--- src/design/safety_interlock_supervisor_defines.svh ---
// Assertion macros used by the supervisor core RTL.
`ifndef SAFETY_INTERLOCK_SUPERVISOR_DEFINES_SVH
`define SAFETY_INTERLOCK_SUPERVISOR_DEFINES_SVH

// Same-cycle implication, checked at every rising clk edge outside reset.
`define SIS_ASSERT_NOW(lbl, ante, cons) \
  lbl: assert property (@(posedge clk) disable iff (!rst_n) (ante) |-> (cons)) \
    else $error("sis assertion failed");

// Next-cycle implication, checked at every rising clk edge outside reset.
`define SIS_ASSERT_NEXT(lbl, ante, cons) \
  lbl: assert property (@(posedge clk) disable iff (!rst_n) (ante) |=> (cons)) \
    else $error("sis assertion failed");

`endif

--- src/design/sis_pkg.sv ---
// Types and constants of the safety interlock supervisor.
package sis_pkg;

  typedef enum logic [2:0] {
    FuncTick      = 3'd0,
    FuncHeartbeat = 3'd1,
    FuncReset     = 3'd2,
    FuncFault     = 3'd3,
    FuncStatus    = 3'd4
  } func_t;

  typedef enum logic [2:0] {
    ReasonNone     = 3'd0,
    ReasonEstop    = 3'd1,
    ReasonDeadman  = 3'd2,
    ReasonLeak     = 3'd3,
    ReasonTimeout  = 3'd4,
    ReasonHost     = 3'd5
  } reason_t;

  typedef enum logic [1:0] {
    ResetNone     = 2'd0,
    ResetAccepted = 2'd1,
    ResetRefused  = 2'd2
  } reset_res_t;

  localparam int unsigned CfgAddrWidth = 3;
  localparam logic RegWatchdog = 1'b0;
  localparam logic RegLoop     = 1'b1;

  localparam logic [15:0] WatchdogReset = 16'd500;
  localparam logic [7:0]  LoopReset     = 8'd10;

  localparam logic [8:0]  BlinkHalf   = 9'd200;
  localparam logic [8:0]  BlinkLast   = 9'd399;
  localparam logic [10:0] ReportOk    = 11'd2000;
  localparam logic [10:0] ReportFault = 11'd1000;
  localparam logic [10:0] ReportMax   = 11'd2047;
  localparam logic [31:0] AgeMax      = 32'hFFFF_FFFF;

  typedef struct packed {
    logic [15:0] hb_timeout_ms;
    logic [7:0]  loop_period_ms;
  } cfg_t;

  typedef struct packed {
    logic [2:0] func;
    logic       estop_ok;
    logic       deadman_ok;
    logic       leak_ok;
  } item_t;

  typedef struct packed {
    logic        contactor_enable;
    logic        fault_held;
    logic        path_ok;
    logic [31:0] heartbeat_age_ms;
    logic        fault_event;
    logic [2:0]  fault_reason;
    logic [1:0]  reset_result;
    logic [31:0] fault_total;
    logic        status_led;
    logic        status_report;
  } res_t;

endpackage

--- src/design/sis_if.sv ---
// Valid/ready channel interfaces for supervisor items and results.
interface sis_in_if;
  logic       valid;
  logic       ready;
  logic [2:0] func;
  logic       estop_ok;
  logic       deadman_ok;
  logic       leak_ok;

  modport source (output valid, func, estop_ok, deadman_ok, leak_ok, input ready);
  modport sink (input valid, func, estop_ok, deadman_ok, leak_ok, output ready);
endinterface

interface sis_out_if;
  logic        valid;
  logic        ready;
  logic        contactor_enable;
  logic        fault_held;
  logic        path_ok;
  logic [31:0] heartbeat_age_ms;
  logic        fault_event;
  logic [2:0]  fault_reason;
  logic [1:0]  reset_result;
  logic [31:0] fault_total;
  logic        status_led;
  logic        status_report;

  modport source (
    output valid, contactor_enable, fault_held, path_ok, heartbeat_age_ms,
           fault_event, fault_reason, reset_result, fault_total, status_led,
           status_report,
    input  ready
  );
  modport sink (
    input  valid, contactor_enable, fault_held, path_ok, heartbeat_age_ms,
           fault_event, fault_reason, reset_result, fault_total, status_led,
           status_report,
    output ready
  );
endinterface

--- src/design/sis_core.sv ---
// Supervisor state and its per-transaction update logic.
`include "safety_interlock_supervisor_defines.svh"

module sis_core (
  input  logic          clk,
  input  logic          rst_n,
  input  sis_pkg::cfg_t  cfg,
  input  sis_pkg::item_t item,
  input  logic          advance,
  output sis_pkg::res_t  res
);
  import sis_pkg::*;

  logic        latch_r, latch_nxt;
  logic [31:0] hb_age_r, hb_age_nxt;
  logic        armed_r, armed_nxt;
  logic [31:0] fault_cnt_r, fault_cnt_nxt;
  logic        contactor_r, contactor_nxt;
  logic [7:0]  phase_r, phase_nxt;
  logic [8:0]  blink_r, blink_nxt;
  logic [10:0] rpt_r, rpt_nxt;

  logic       raise;
  logic       eval;
  logic       ok;
  logic       report;
  reason_t    reason;
  reset_res_t rst_res;

  always_comb begin
    latch_nxt     = latch_r;
    hb_age_nxt    = hb_age_r;
    armed_nxt     = armed_r;
    fault_cnt_nxt = fault_cnt_r;
    contactor_nxt = contactor_r;
    phase_nxt     = phase_r;
    blink_nxt     = blink_r;
    rpt_nxt       = rpt_r;
    raise         = 1'b0;
    eval          = 1'b0;
    report        = 1'b0;
    reason        = ReasonNone;
    rst_res       = ResetNone;

    case (item.func)
      FuncTick: begin
        hb_age_nxt = (hb_age_r == AgeMax) ? hb_age_r : hb_age_r + 32'd1;
        blink_nxt  = (blink_r >= BlinkLast) ? 9'd0 : blink_r + 9'd1;
        rpt_nxt    = (rpt_r == ReportMax) ? rpt_r : rpt_r + 11'd1;
        phase_nxt  = phase_r + 8'd1;
        if (phase_nxt >= cfg.loop_period_ms) begin
          phase_nxt = 8'd0;
          eval      = 1'b1;
          if (!item.estop_ok) begin
            raise  = 1'b1;
            reason = ReasonEstop;
          end else if (!item.deadman_ok) begin
            raise  = 1'b1;
            reason = ReasonDeadman;
          end else if (!item.leak_ok) begin
            raise  = 1'b1;
            reason = ReasonLeak;
          end else if (!(hb_age_nxt < {16'd0, cfg.hb_timeout_ms}) && !latch_r
                       && armed_r) begin
            raise  = 1'b1;
            reason = ReasonTimeout;
          end
        end
      end
      FuncHeartbeat: begin
        hb_age_nxt = 32'd0;
        armed_nxt  = 1'b1;
      end
      FuncReset: begin
        if (item.estop_ok) begin
          latch_nxt  = 1'b0;
          hb_age_nxt = 32'd0;
          armed_nxt  = 1'b1;
          rst_res    = ResetAccepted;
        end else begin
          rst_res = ResetRefused;
        end
      end
      FuncFault: begin
        raise  = 1'b1;
        reason = ReasonHost;
      end
      FuncStatus: report = 1'b1;
      default: ;
    endcase

    // count only clear-to-set transitions of the latch
    if (raise) begin
      if (!latch_r) begin
        fault_cnt_nxt = fault_cnt_r + 32'd1;
      end
      latch_nxt     = 1'b1;
      contactor_nxt = 1'b0;
    end

    ok = item.estop_ok && item.deadman_ok && item.leak_ok
         && (hb_age_nxt < {16'd0, cfg.hb_timeout_ms}) && !latch_nxt;

    if (eval) begin
      contactor_nxt = ok;
      if (rpt_nxt >= (ok ? ReportOk : ReportFault)) begin
        rpt_nxt = 11'd0;
        report  = 1'b1;
      end
    end

    res.contactor_enable = contactor_nxt;
    res.fault_held       = latch_nxt;
    res.path_ok          = ok;
    res.heartbeat_age_ms = hb_age_nxt;
    res.fault_event      = raise;
    res.fault_reason     = reason;
    res.reset_result     = rst_res;
    res.fault_total      = fault_cnt_nxt;
    res.status_led       = contactor_nxt || (blink_nxt >= BlinkHalf);
    res.status_report    = report;
  end

  always_ff @(posedge clk) begin
    if (!rst_n) begin
      latch_r     <= 1'b1;
      hb_age_r    <= 32'd0;
      armed_r     <= 1'b0;
      fault_cnt_r <= 32'd0;
      contactor_r <= 1'b0;
      phase_r     <= 8'd0;
      blink_r     <= 9'd0;
      rpt_r       <= 11'd0;
    end else if (advance) begin
      latch_r     <= latch_nxt;
      hb_age_r    <= hb_age_nxt;
      armed_r     <= armed_nxt;
      fault_cnt_r <= fault_cnt_nxt;
      contactor_r <= contactor_nxt;
      phase_r     <= phase_nxt;
      blink_r     <= blink_nxt;
      rpt_r       <= rpt_nxt;
    end
  end

  `SIS_ASSERT_NOW(a_event_sets_latch, advance && res.fault_event, res.fault_held)
  `SIS_ASSERT_NOW(a_contactor_needs_clear, contactor_r, !latch_r)
  `SIS_ASSERT_NEXT(a_count_steps_by_one, 1'b1, (fault_cnt_r - $past(fault_cnt_r)) <= 32'd1)
  `SIS_ASSERT_NOW(a_blink_in_range, 1'b1, blink_r <= BlinkLast)

endmodule

--- src/design/safety_interlock_supervisor.sv ---
// Throughput: one transaction per cycle; the input register feeds the update
// logic, whose result lands in an output register; input ready falls only while
// both registers hold a transaction and the result is not being taken.
// Reset (rst_n low, synchronous): fault latch set, all counters and timers zero,
// heartbeat unarmed, contactor off, registers at 500 ms timeout and 10 ms period.
module safety_interlock_supervisor (
  input  logic                                   clk,
  input  logic                                   rst_n,
  sis_in_if.sink                                 in_ch,
  sis_out_if.source                              out_ch,
  input  logic                                   psel,
  input  logic                                   penable,
  input  logic                                   pwrite,
  input  logic [sis_pkg::CfgAddrWidth-1:0]       paddr,
  input  logic [31:0]                            pwdata,
  output logic [31:0]                            prdata,
  output logic                                   pready
);
  import sis_pkg::*;

  cfg_t  cfg_r;
  item_t item_r;
  logic  in_v_r;
  res_t  res;
  res_t  res_r;
  logic  out_v_r;
  logic  advance;

  assign pready = 1'b1;

  always_ff @(posedge clk) begin
    if (!rst_n) begin
      cfg_r.hb_timeout_ms  <= WatchdogReset;
      cfg_r.loop_period_ms <= LoopReset;
    end else if (psel && penable && pwrite) begin
      case (paddr[2])
        RegWatchdog: cfg_r.hb_timeout_ms  <= pwdata[15:0];
        RegLoop:     cfg_r.loop_period_ms <= pwdata[7:0];
        default: ;
      endcase
    end
  end

  always_comb begin
    case (paddr[2])
      RegWatchdog: prdata = {16'd0, cfg_r.hb_timeout_ms};
      RegLoop:     prdata = {24'd0, cfg_r.loop_period_ms};
      default:     prdata = 32'd0;
    endcase
  end

  // move the held transaction on when the result register frees up
  assign advance     = in_v_r && (!out_v_r || out_ch.ready);
  assign in_ch.ready = !in_v_r || advance;

  always_ff @(posedge clk) begin
    if (!rst_n) begin
      in_v_r <= 1'b0;
    end else if (in_ch.ready) begin
      in_v_r <= in_ch.valid;
    end
  end

  always_ff @(posedge clk) begin
    if (in_ch.ready && in_ch.valid) begin
      item_r.func       <= in_ch.func;
      item_r.estop_ok   <= in_ch.estop_ok;
      item_r.deadman_ok <= in_ch.deadman_ok;
      item_r.leak_ok    <= in_ch.leak_ok;
    end
  end

  sis_core u_core (
    .clk     (clk),
    .rst_n   (rst_n),
    .cfg     (cfg_r),
    .item    (item_r),
    .advance (advance),
    .res     (res)
  );

  always_ff @(posedge clk) begin
    if (!rst_n) begin
      out_v_r <= 1'b0;
    end else if (advance) begin
      out_v_r <= 1'b1;
    end else if (out_ch.ready) begin
      out_v_r <= 1'b0;
    end
  end

  always_ff @(posedge clk) begin
    if (advance) begin
      res_r <= res;
    end
  end

  assign out_ch.valid            = out_v_r;
  assign out_ch.contactor_enable = res_r.contactor_enable;
  assign out_ch.fault_held       = res_r.fault_held;
  assign out_ch.path_ok          = res_r.path_ok;
  assign out_ch.heartbeat_age_ms = res_r.heartbeat_age_ms;
  assign out_ch.fault_event      = res_r.fault_event;
  assign out_ch.fault_reason     = res_r.fault_reason;
  assign out_ch.reset_result     = res_r.reset_result;
  assign out_ch.fault_total      = res_r.fault_total;
  assign out_ch.status_led       = res_r.status_led;
  assign out_ch.status_report    = res_r.status_report;

endmodule
--- src/flat_wrapper.sv ---
// flat-port wrapper written by rule: the top's interface ports become plain ports
module safety_interlock_supervisor_flat import sis_pkg::*;
  (clk, rst_n, psel, penable, pwrite, paddr, pwdata, prdata, pready, in_ch_valid, in_ch_func, in_ch_estop_ok, in_ch_deadman_ok, in_ch_leak_ok, in_ch_ready, out_ch_valid, out_ch_contactor_enable, out_ch_fault_held, out_ch_path_ok, out_ch_heartbeat_age_ms, out_ch_fault_event, out_ch_fault_reason, out_ch_reset_result, out_ch_fault_total, out_ch_status_led, out_ch_status_report, out_ch_ready);
  sis_in_if in_ch_i ();
  sis_out_if out_ch_i ();
  input  logic clk;
  input  logic rst_n;
  input  logic psel;
  input  logic penable;
  input  logic pwrite;
  input  logic [sis_pkg::CfgAddrWidth-1:0] paddr;
  input  logic [31:0] pwdata;
  output logic [31:0] prdata;
  output logic pready;
  input wire logic [$bits(in_ch_i.valid)-1:0] in_ch_valid;
  input wire logic [$bits(in_ch_i.func)-1:0] in_ch_func;
  input wire logic [$bits(in_ch_i.estop_ok)-1:0] in_ch_estop_ok;
  input wire logic [$bits(in_ch_i.deadman_ok)-1:0] in_ch_deadman_ok;
  input wire logic [$bits(in_ch_i.leak_ok)-1:0] in_ch_leak_ok;
  output wire logic [$bits(in_ch_i.ready)-1:0] in_ch_ready;
  output wire logic [$bits(out_ch_i.valid)-1:0] out_ch_valid;
  output wire logic [$bits(out_ch_i.contactor_enable)-1:0] out_ch_contactor_enable;
  output wire logic [$bits(out_ch_i.fault_held)-1:0] out_ch_fault_held;
  output wire logic [$bits(out_ch_i.path_ok)-1:0] out_ch_path_ok;
  output wire logic [$bits(out_ch_i.heartbeat_age_ms)-1:0] out_ch_heartbeat_age_ms;
  output wire logic [$bits(out_ch_i.fault_event)-1:0] out_ch_fault_event;
  output wire logic [$bits(out_ch_i.fault_reason)-1:0] out_ch_fault_reason;
  output wire logic [$bits(out_ch_i.reset_result)-1:0] out_ch_reset_result;
  output wire logic [$bits(out_ch_i.fault_total)-1:0] out_ch_fault_total;
  output wire logic [$bits(out_ch_i.status_led)-1:0] out_ch_status_led;
  output wire logic [$bits(out_ch_i.status_report)-1:0] out_ch_status_report;
  input wire logic [$bits(out_ch_i.ready)-1:0] out_ch_ready;
  assign in_ch_i.valid = in_ch_valid;
  assign in_ch_i.func = in_ch_func;
  assign in_ch_i.estop_ok = in_ch_estop_ok;
  assign in_ch_i.deadman_ok = in_ch_deadman_ok;
  assign in_ch_i.leak_ok = in_ch_leak_ok;
  assign in_ch_ready = in_ch_i.ready;
  assign out_ch_valid = out_ch_i.valid;
  assign out_ch_contactor_enable = out_ch_i.contactor_enable;
  assign out_ch_fault_held = out_ch_i.fault_held;
  assign out_ch_path_ok = out_ch_i.path_ok;
  assign out_ch_heartbeat_age_ms = out_ch_i.heartbeat_age_ms;
  assign out_ch_fault_event = out_ch_i.fault_event;
  assign out_ch_fault_reason = out_ch_i.fault_reason;
  assign out_ch_reset_result = out_ch_i.reset_result;
  assign out_ch_fault_total = out_ch_i.fault_total;
  assign out_ch_status_led = out_ch_i.status_led;
  assign out_ch_status_report = out_ch_i.status_report;
  assign out_ch_i.ready = out_ch_ready;
  safety_interlock_supervisor u_core (.clk(clk), .rst_n(rst_n), .in_ch(in_ch_i), .out_ch(out_ch_i), .psel(psel), .penable(penable), .pwrite(pwrite), .paddr(paddr), .pwdata(pwdata), .prdata(prdata), .pready(pready));
endmodule
--- config.mk ---
export PLATFORM = sky130hd
export DESIGN_NAME = safety_interlock_supervisor_flat
export DESIGN_NICKNAME = d
export VERILOG_FILES = /design/src/design/sis_pkg.sv /design/src/design/sis_if.sv /design/src/design/sis_core.sv /design/src/design/safety_interlock_supervisor.sv /design/src/flat_wrapper.sv
export VERILOG_INCLUDE_DIRS = /design/src /design/src/design
export SDC_FILE = /design/constraint.sdc
export NUM_CORES = 1
export LEC_CHECK = 0
export BUFFER_PORTS_ARGS = -buffer_cell sky130_fd_sc_hd__buf_2
export CORE_ASPECT_RATIO = 0.8
export CORE_UTILIZATION = 35
export CTS_CLUSTER_SIZE = 10
export DETAILED_ROUTE_END_ITERATION = 10
export PLACE_DENSITY_LB_ADDON = 0.12
export SYNTH_ARGS = -nofsm -noshare
export SYNTH_HDL_FRONTEND = slang
export SYNTH_HIERARCHICAL = 1
export SYNTH_SLANG_ARGS = --single-unit
--- constraint.sdc ---
create_clock -name clk -period 12.2 [get_ports clk]
set_clock_uncertainty 0.1 [all_clocks]
set_input_delay 0 -clock clk [delete_from_list [all_inputs] [get_ports clk]]
set_output_delay 0 -clock clk [all_outputs]
set_load 0.03 [all_outputs]
# After elaboration in Yosys (flattened, before gate mapping)
# Index checks and enable logic that the tools add are counted.
# op_classes
mux	41
bitwise	1
n_addsub	5
order_cmp	6
n_reduce_logical	25
eq_ne	7
# ops
cell	n
32-bit 2-to-1 mux	4
32-bit case mux with 3 select lines	1
32-bit by 1-bit adder with 32-bit output (second input constant)	2
32-bit by 16-bit < comparator with 1-bit output	2
32-bit case mux with 2 select lines	1
11-bit 2-to-1 mux	5
32-bit == test (second input constant)	1
1-bit 2-to-1 mux	18
9-bit 2-to-1 mux	2
3-bit 2-to-1 mux	5
11-bit by 1-bit adder with 11-bit output (second input constant)	1
11-bit == test (second input constant)	1
11-bit >= comparator	1
1-bit logical AND	10
9-bit by 1-bit adder with 9-bit output (second input constant)	1
9-bit by 8-bit >= comparator with 1-bit output (second input constant)	1
9-bit >= comparator (second input constant)	1
8-bit by 1-bit adder with 8-bit output (second input constant)	1
8-bit >= comparator	1
8-bit 2-to-1 mux	1
3-bit by 2-bit == test with 1-bit output (second input constant)	2
3-bit case mux with 2 select lines	1
2-bit AND reduction	3
1-bit logical NOT	5
other kinds (10)	14
# totals
wordCells	111
reg_bits	202
in_bits	48
output_inout_bits	110

# Logic depth before layout (Yosys ltp)
# Gate-level depths: netlist of the first run.
# depth
word_depth	19
ltp_mapped	29
ltp_nobuf	28

# Hierarchy
# Netlist of the first run, hierarchy kept.
# by_module_without_submodules
module	area_per_inst_um2	seq_area_each_um2	cells_each	instances
sis_core	7997.7	1901.8	1107	1
safety_interlock_supervisor	3819.9	2952.8	232	1

# Least setup slack after synthesis of the first run
# OpenSTA, ideal clock, no wires.
# synth_path
kind	reg-to-reg
startpoint	register u_core.u_core.hb_age_r[1]
endpoint	register u_core.u_core.rpt_r[4]
path_stages_with_launch	27
t_arrival_ps	5753
path_slack_ps	6230
setup_time_ps	117
path_buffers	1
cell_sequence	dfxtp_1 ha_1 nand4_1 nor4_2 a31oi_1 and4_1 and3_1 nand3_1 xnor2_1 ha_1 and4_1 nand3_1 a211o_1 a311o_1 and4b_1 a2111oi_4 buf_6 nor3b_2 nand4b_1 inv_1 ha_1 and3_1 a311oi_1 o41ai_1 and2_1 nor2_1 a22o_1
# synth_between
elab_chain_cells	19
# synth_rtl
item	line	text
from (decl)	sis_core.sv:15	logic [31:0] hb_age_r, hb_age_nxt;
from (signal assigned)	sis_core.sv:136	hb_age_r <= hb_age_nxt;
32-bit by 1-bit adder with 32-bit output or 32-bit == test (tied branches)	sis_core.sv:47	hb_age_nxt = (hb_age_r == AgeMax) ? hb_age_r : hb_age_r + 32'd1;
32-bit 2-to-1 mux	sis_core.sv:47	
32-bit by 16-bit < comparator with 1-bit output	sis_core.sv:63	end else if (!(hb_age_nxt < {16'd0, cfg.hb_timeout_ms}) && !latch_r
1-bit logical NOT	sis_core.sv:63	
1-bit logical AND	sis_core.sv:63	
1-bit logical AND	sis_core.sv:64	&& armed_r) begin
1-bit 2-to-1 mux	sis_core.sv:63	
1-bit 2-to-1 mux	sis_core.sv:60	end else if (!item.leak_ok) begin
[4 not listed]	--	
1-bit 2-to-1 mux	sis_core.sv:93	if (raise) begin
1-bit logical NOT	sis_core.sv:102	&& (hb_age_nxt < {16'd0, cfg.hb_timeout_ms}) && !latch_nxt;
1-bit logical AND *	sis_core.sv:102	
named net u_core.u_core.ok	sis_core.sv:25	logic ok;
11-bit 2-to-1 mux *	sis_core.sv:106	if (rpt_nxt >= (ok ? ReportOk : ReportFault)) begin
11-bit >= comparator *	sis_core.sv:106	
11-bit 2-to-1 mux *	sis_core.sv:106	
11-bit 2-to-1 mux *	sis_core.sv:104	if (eval) begin
to (signal assigned)	sis_core.sv:142	rpt_r <= rpt_nxt;
to (decl)	sis_core.sv:21	logic [10:0] rpt_r, rpt_nxt;
# The timed path passes the listed nets; every way through them passes the cells marked *.
# A chain may end at the register's enable or synchronous reset.

==> results of run 1 <==
## cells by family (layout without fill, tap and decap cells)
family / Yosys count / in the layout / synth area share
multiplexers: 47 / 47 / 0.04076
XOR/XNOR: 76 / 76 / 0.05633
buffers and inverters: 167 / 262 / 0.06681
other: 2 / 17 / 0.0006355
AND/OR/NAND/NOR: 524 / 524 / 0.2262
adder cells (fa/ha/maj): 47 / 47 / 0.04976
AO/OA/AOI/OAI: 274 / 274 / 0.1488
flip-flops: 202 / 202 / 0.4108
## metrics by stage
step	hold WS (ns)	area, sq um	total power [mW]
finish	0.02906	13570	1.595
floorplan	-0.001131	11870	0.8627
CTS	0.008906	13570	1.618
detailed placement	0.07812	12560	0.9031
global route	0.05933	13570	1.658
global placement	0.08098	12560	0.9014
## power breakdown
| part | internal (mW) | switching (mW) | total (mW) | leakage, nW |
|---|---|---|---|---|
| combinational | 0.0480 | 0.103 | 0.151 | 3.14 |
| sequential | 0.723 | 0.0201 | 0.743 | 1.72 |
| clock | 0.413 | 0.287 | 0.701 | 0.365 |
| total | 1.18 | 0.411 | 1.59 | 5.23 |
## routing by layer
layer  up-vias  GRT usage
met3        43    0.02685
met1      4693     0.2768
met4         2    0.03926
met5         -          0
li1       4939          -
met2       201     0.2658
## registers in the layout (all words and copies together) (netlist names)
signal / cells
u_core/out_ch.heartbeat_age_ms: 32
u_core/out_ch.reset_result: 2
u_core/u_core/phase_r: 8
u_core/out_ch.valid: 1
u_core/cfg_r: 24
u_core/out_ch.fault_reason: 3
u_core/u_core/hb_age_r: 32
u_core/out_ch.fault_event: 1
u_core/u_core/fault_cnt_r: 32
u_core/u_core/rpt_r: 11
u_core/out_ch.path_ok: 1
u_core/out_ch.fault_held: 1
u_core/u_core/latch_r: 1
u_core/out_ch.contactor_enable: 1
u_core/in_v_r: 1
u_core/out_ch.status_report: 1
u_core/item_r: 6
u_core/out_ch.fault_total: 32
u_core/u_core/contactor_r: 1
u_core/out_ch.status_led: 1
u_core/u_core/armed_r: 1
u_core/u_core/blink_r: 9
## cell usage after synthesis (9+ instances only)
cell type / instances
or4_1: 9
clkbuf_1: 52
o211ai_1: 16
a31oi_1: 13
nand2_1: 165
a21o_1: 11
xnor2_1: 48
nor2b_1: 33
buf_4: 22
and3_1: 34
nand4_1: 27
inv_1: 58
nor3_1: 30
o21ai_0: 76
nand3_1: 46
xor2_1: 28
a211oi_1: 17
or3_1: 17
nor2_1: 96
a21oi_1: 76
o21a_1: 9
nand2b_1: 11
mux2_2: 9
buf_2: 25
ha_1: 47
mux2i_1: 38
edfxtp_1: 81
nor4_1: 14
dfxtp_1: 121
## placed cells by master, fill, tap and decap left out, types with 25 or more instances in the layout
cell	count
nand3_1	46
buf_2	122
o21ai_0	76
nand2_1	165
inv_1	57
nand4_1	27
xor2_1	28
nor2b_1	32
mux2i_1	38
a21oi_1	76
clkbuf_16	25
nor2_1	96
nor3_1	29
dfxtp_1	121
xnor2_1	48
and3_1	34
ha_1	47
dlygate4sd3_1	26
edfxtp_1	81
## cell type report
class | instances | area [sq um]
multi-input cells | 985 | 6242
flip-flops and latches | 202 | 4855
repair buffers | 159 | 965.9
well taps | 427 | 534.3
clock buffers | 41 | 705.7
fillers | 3244 | 19280
inverters | 58 | 219.0
clock inverters | 4 | 48.80
## tightest hold or removal path: cells and delay by family
| family | cells | cell delay, ns |
|---|---|---|
| buf+inv | 1 | 0.10 |
| simple gates | 1 | 0.34 |
| mux | 1 | 0.18 |
## final timing paths
check / start / end / slack, ns / cells after the start
worst min register to register: u_core/cfg_r[20] / u_core/cfg_r[20] / 0.37 / 2
worst min-delay path: penable / u_core/cfg_r[6] / 0.03 / 3
worst max register to register: u_core/u_core/hb_age_r[0] / u_core/u_core/rpt_r[9] / 4.41 / 26
worst max-delay path: u_core/u_core/hb_age_r[0] / u_core/u_core/rpt_r[9] / 4.41 / 26
## timing repair
action | 4_1_cts | 5_1_grt
buffers inserted | 0 | 0
hold endpoints to repair | 50 | 0
hold buffers | 26 | 0
==> impl_results.md, run 1 <==
- Aggregate global routing overflow: 0
- Final std cells w/o fill: approximately 1.9k
- Worst-path maximum fanout: 8
- Post-cts sizing count: 0
- WL per Instance: 16.88 um
- Cells after DPL: 1,805
- Io pins: about 160
- Setup WS pre-CTS: ~4.4 ns
- Synth area leader: edfxtp_1
- Layout net count: 1,526
- Vias in the first global route: between 9k and 10k
- Seq cells post-synth: 202
- Share of the synthesized area in the top cell type: 0.2058
- Via count: just under 10k
- Startpoint Class: register
- Share of layout cells above drive strength 1: 0.1360
- Bufs on Longest Clock Path: 3
- Setup-failing EPs final: 0
- IO buf count: approximately 120
- Leak Pwr: about 5.2 nW
- Max-cap viol count: 0
- DIE WIDTH: a little over 200 um
- Status: finished, final reports clean
- Delay of the slowest critical-path stage: a little over 0.6 ns
- Minimum clock period: around 8 ns
- Cell count after synthesis: 1,339
- Met2 wire length: about 13,000 um
- GRT Util Overall: 0.1812
- DRC: 0
- Synth unique cells: 75
- Drt pass-1 iters: 5
- CTS tree: built
- Setup_tns: 0 ns
- Worst path slowest cell: nor4_1
- Buffers and inverters on the worst path: 0
- CP required: roughly 13 ns
- Final Cycle Share: 0.6383
- Row cnt: 59
- Synthesized area: ~12,000 sq um
- Drt total wl: 31,660 um
- EDFF count, synth: 81
- Die height: roughly 170 um
- Post-synthesis sequential area ratio: 0.4108
- Initial Utilization: 0.3597
- Die area: between 30,000 and 40,000 sq um
- Worst Setup End Kind: register
- Clk_lat worst skew: around 0.54 ns
- CTS Buf Count: 25
- Area contributors post-synth: edfxtp_1, dfxtp_1, nand2_1
- Initial antenna violation count: 1
- CTS clk-pin slew, worst paths: ~0.06 ns
- Iter 0 DRT Violations: 559
- Final GP Congestion: about 0.86
- Largest net degree at the start of global routing: ~150
- Core area: 32,850 sq um
- Post-synth ARST share: 0
- Global-route wire length before repair: just over 50,000 um
- RSZ-0062 raised after global routing: false
- HP Class: input pin to register
- Avg Inst Size Synth: just under 9 sq um
- Final hold viol count: 0
- Max-slew headroom: 0.2851
- Met3 wire len: approximately 1400 um
- Worst slew pin tran: 1.045 ns
- Family with the most delay on the worst path: simple AND/OR/NAND/NOR gates
- Final slew viol count: 0
- Ant. Diodes: 0
- Area grow syn2layout: 14.83%
- WS Path Type: register to register
- Clock sinks: about 200
- Vias/cell: 5.265
- DP HPWL: between 20,000 and 25,000 um
- Highest metal used: met5
- H-Tree Depth: 1
- FMAX: around 130 MHz
- Yosys warnings: 6
- Met1 wire length: around 16,000 um
- Fin util: 0.4131
- Post-DRT Antenna Nets: 0
- Clock root buffer master: clkbuf_16
- WP data arrival: around 8.1 ns
- Pwr Density: between 100 and 150 nW/um^2
- Ys flop type: dfxtp_1
- Final WS setup: between 4 and 5 ns
- Peak supply drop: about 0.066 mV
Power figures use the tool's default switching activity.
==> run 2: changes to the inputs <==
clock period = 6.4 ns   (was 12.2 ns; I/O delays follow)
==> impl_results.md, run 2 (same netlist as run 1, synthesis figures left out) <==
- Final instance area: around 14,000 sq um
- Die area: between 30,000 and 40,000 sq um
- Worst Setup End Kind: register
- Peak supply drop: around 0.18 mV
- Area grow syn2layout: 20.19%
- Final slew viol count: 0
- Drt pass-1 iters: 5
- Leak Pwr: ~5.6 nW
- DRC: 0
- HP Class: input pin to register
- Global-route wire length before repair: between 50,000 and 60,000 um
- Minimum clock period: 5.972 ns
- Startpoint Class: register
- Row cnt: 59
- Core area: about 33,000 sq um
- Share of layout cells above drive strength 1: 0.1767
- Iter 0 DRT Violations: 760
- CTS tree: built
- Final Cycle Share: 0.9331
- Pwr Density: 215.4 nW/um^2
- Layout net count: between 1.5k and 2k
- Status: finished, final reports clean
- Setup_tns: 0 ns
- Clk_lat worst skew: around 0.53 ns
- WS Path Type: register to register
- Final GP Congestion: a little over 0.9
- RSZ-0062 raised after global routing: false
- CTS clk-pin slew, worst paths: around 0.06 ns
- CP required: about 6.8 ns
- WP data arrival: 6.32 ns
- Sw frac: 0.2583
- Clock root buffer master: clkbuf_16
- Vias/cell: between 5 and 6
- Post-DRT Antenna Nets: 0
- Worst-path maximum fanout: 5
- Initial Utilization: 0.3597
- Via count: approximately 10k
- Worst slew pin tran: between 1 and 1.5 ns
- CTS Buf Count: 25
- Clock sinks: 202
- Most frequent cells in the layout: nand2_1, buf_2, dfxtp_1
- WL per Instance: 16.94 um
- Largest net degree at the start of global routing: roughly 150
- Io pins: around 160
- Int Pwr: roughly 2.3 mW
- Max-slew headroom: 0.2961
- Drt total wl: 33,120 um
- Aggregate global routing overflow: 0
- Setup-failing EPs final: 0
- Initial antenna violation count: 0
- Logic pwr share: 0.108
- DP HPWL: between 20,000 and 25,000 um
- Max-cap viol count: 0
- Vias in the first global route: 9,284
- Ant. Diodes: 0
- Part of the power in registers: 0.458
- Clock share of power: 0.434
- H-Tree Depth: 1
- Commonest non-fill, non-tap cell in the layout: nand2_1
- Area after DPL: 13,060 sq um
- Final hold viol count: 0
- Fill cells: ~3.3k
- IO buf count: 122
- Bufs on Longest Clock Path: 3
- Switching pwr: between 0.7 and 0.8 mW
- DIE WIDTH: 207.4 um
- FMAX: about 170 MHz
- Die height: about 170 um
- GRT Util Overall: 0.1879
==> run 2: stage by stage <==
step / cells / util / total power [mW] / hold slack [ns] / setup slack [ns]
2_1_floorplan: 1354 / - / 1.645 / -0.001131 / 0.4298
3_3_place_gp: 1872 / 0.3975 / 1.740 / 0.07752 / 0.4714
3_5_place_dp: 1872 / 0.3975 / 1.742 / 0.07818 / 0.3225
4_1_cts: 1954 / 0.4312 / 3.100 / 0.02375 / 0.2666
5_1_grt: 1955 / 0.4324 / 3.173 / 0.03145 / 0.07419
6_report: 1955 / 0.4324 / 3.059 / 0.03983 / 0.4279
==> run 2: per-layer routing <==
layer,vias to the layer above,GRT usage,part of all wire
li1,5084,-,-
met1,4874,0.2909,0.52
met2,241,0.2738,0.42
met3,35,0.02761,0.049
met4,0,0.03537,0.015
met5,-,0,0
==> run 2: power groups by stage <==
| stage | Sequential (mW) | Clock [mW] | Combinational [mW] |
|---|---|---|---|
| after floorplan | 1.47 | 0 | 0.174 |
| after global placement | 1.43 | 0 | 0.311 |
| after detailed placement | 1.43 | 0 | 0.314 |
| after CTS | 1.40 | 1.37 | 0.330 |
| after global routing | 1.41 | 1.41 | 0.356 |
| final | 1.40 | 1.33 | 0.329 |
==> run 2: path summary, 6_finish.rpt <==
path | startpoint | endpoint | slack [ns] | cells past startpoint
worst max-delay path | u_core/u_core/hb_age_r[16] | u_core/u_core/rpt_r[9] | 0.43 | 27
worst min-delay path | penable | u_core/cfg_r[3] | 0.04 | 3
worst max register to register | u_core/u_core/hb_age_r[16] | u_core/u_core/rpt_r[9] | 0.43 | 27
worst min register to register | u_core/u_core/armed_r | u_core/u_core/armed_r | 0.37 | 2
==> run 2: layout make-up <==
| type | instances | area, sq um | share of cell area |
|---|---|---|---|
| clock inverter | 3 | 43.79 | 0.003083 |
| sequential | 202 | 4855 | 0.3418 |
| timing repair buffer | 237 | 1577 | 0.1110 |
| tap | 427 | 534.3 | 0.03761 |
| clock buffer | 43 | 703.2 | 0.04951 |
| inverter | 58 | 219.0 | 0.01542 |
| multi-input combinational | 985 | 6272 | 0.4416 |
==> run 2: worst max-delay path, stage by stage (launching register included) <==
cell and delay [ns]:
dfxtp_1 0.32, nand4_1 0.32, buf_4 0.27, nor4_4 0.23
a31oi_1 0.17, buf_4 0.19, nand4_1 0.10, xnor2_1 0.15
buf_4 0.15, ha_1 0.24, a21oi_1 0.14, nor2_1 0.05
a2111oi_0 0.58, a211o_1 0.22, a311o_1 0.15, and4b_1 0.25
a2111oi_4 0.09, nor3b_2 0.24, nand4b_1 0.18, ha_1 0.35
nor2b_1 0.13, o21a_1 0.17, a311oi_2 0.33, o41ai_2 0.12
and2_4 0.18, nor2_2 0.18, a21oi_1 0.10, a211oi_1 0.20
==> run 2: timing repair <==
| item | in CTS | in global routing |
|---|---|---|
| gates resized for setup | 0 | 7 |
| hold buffers | 36 | 0 |
| setup buffers | 0 | 1 |
| endpoints found under the hold margin | 38 | 0 |
| endpoints found under the setup margin | 0 | 11 |
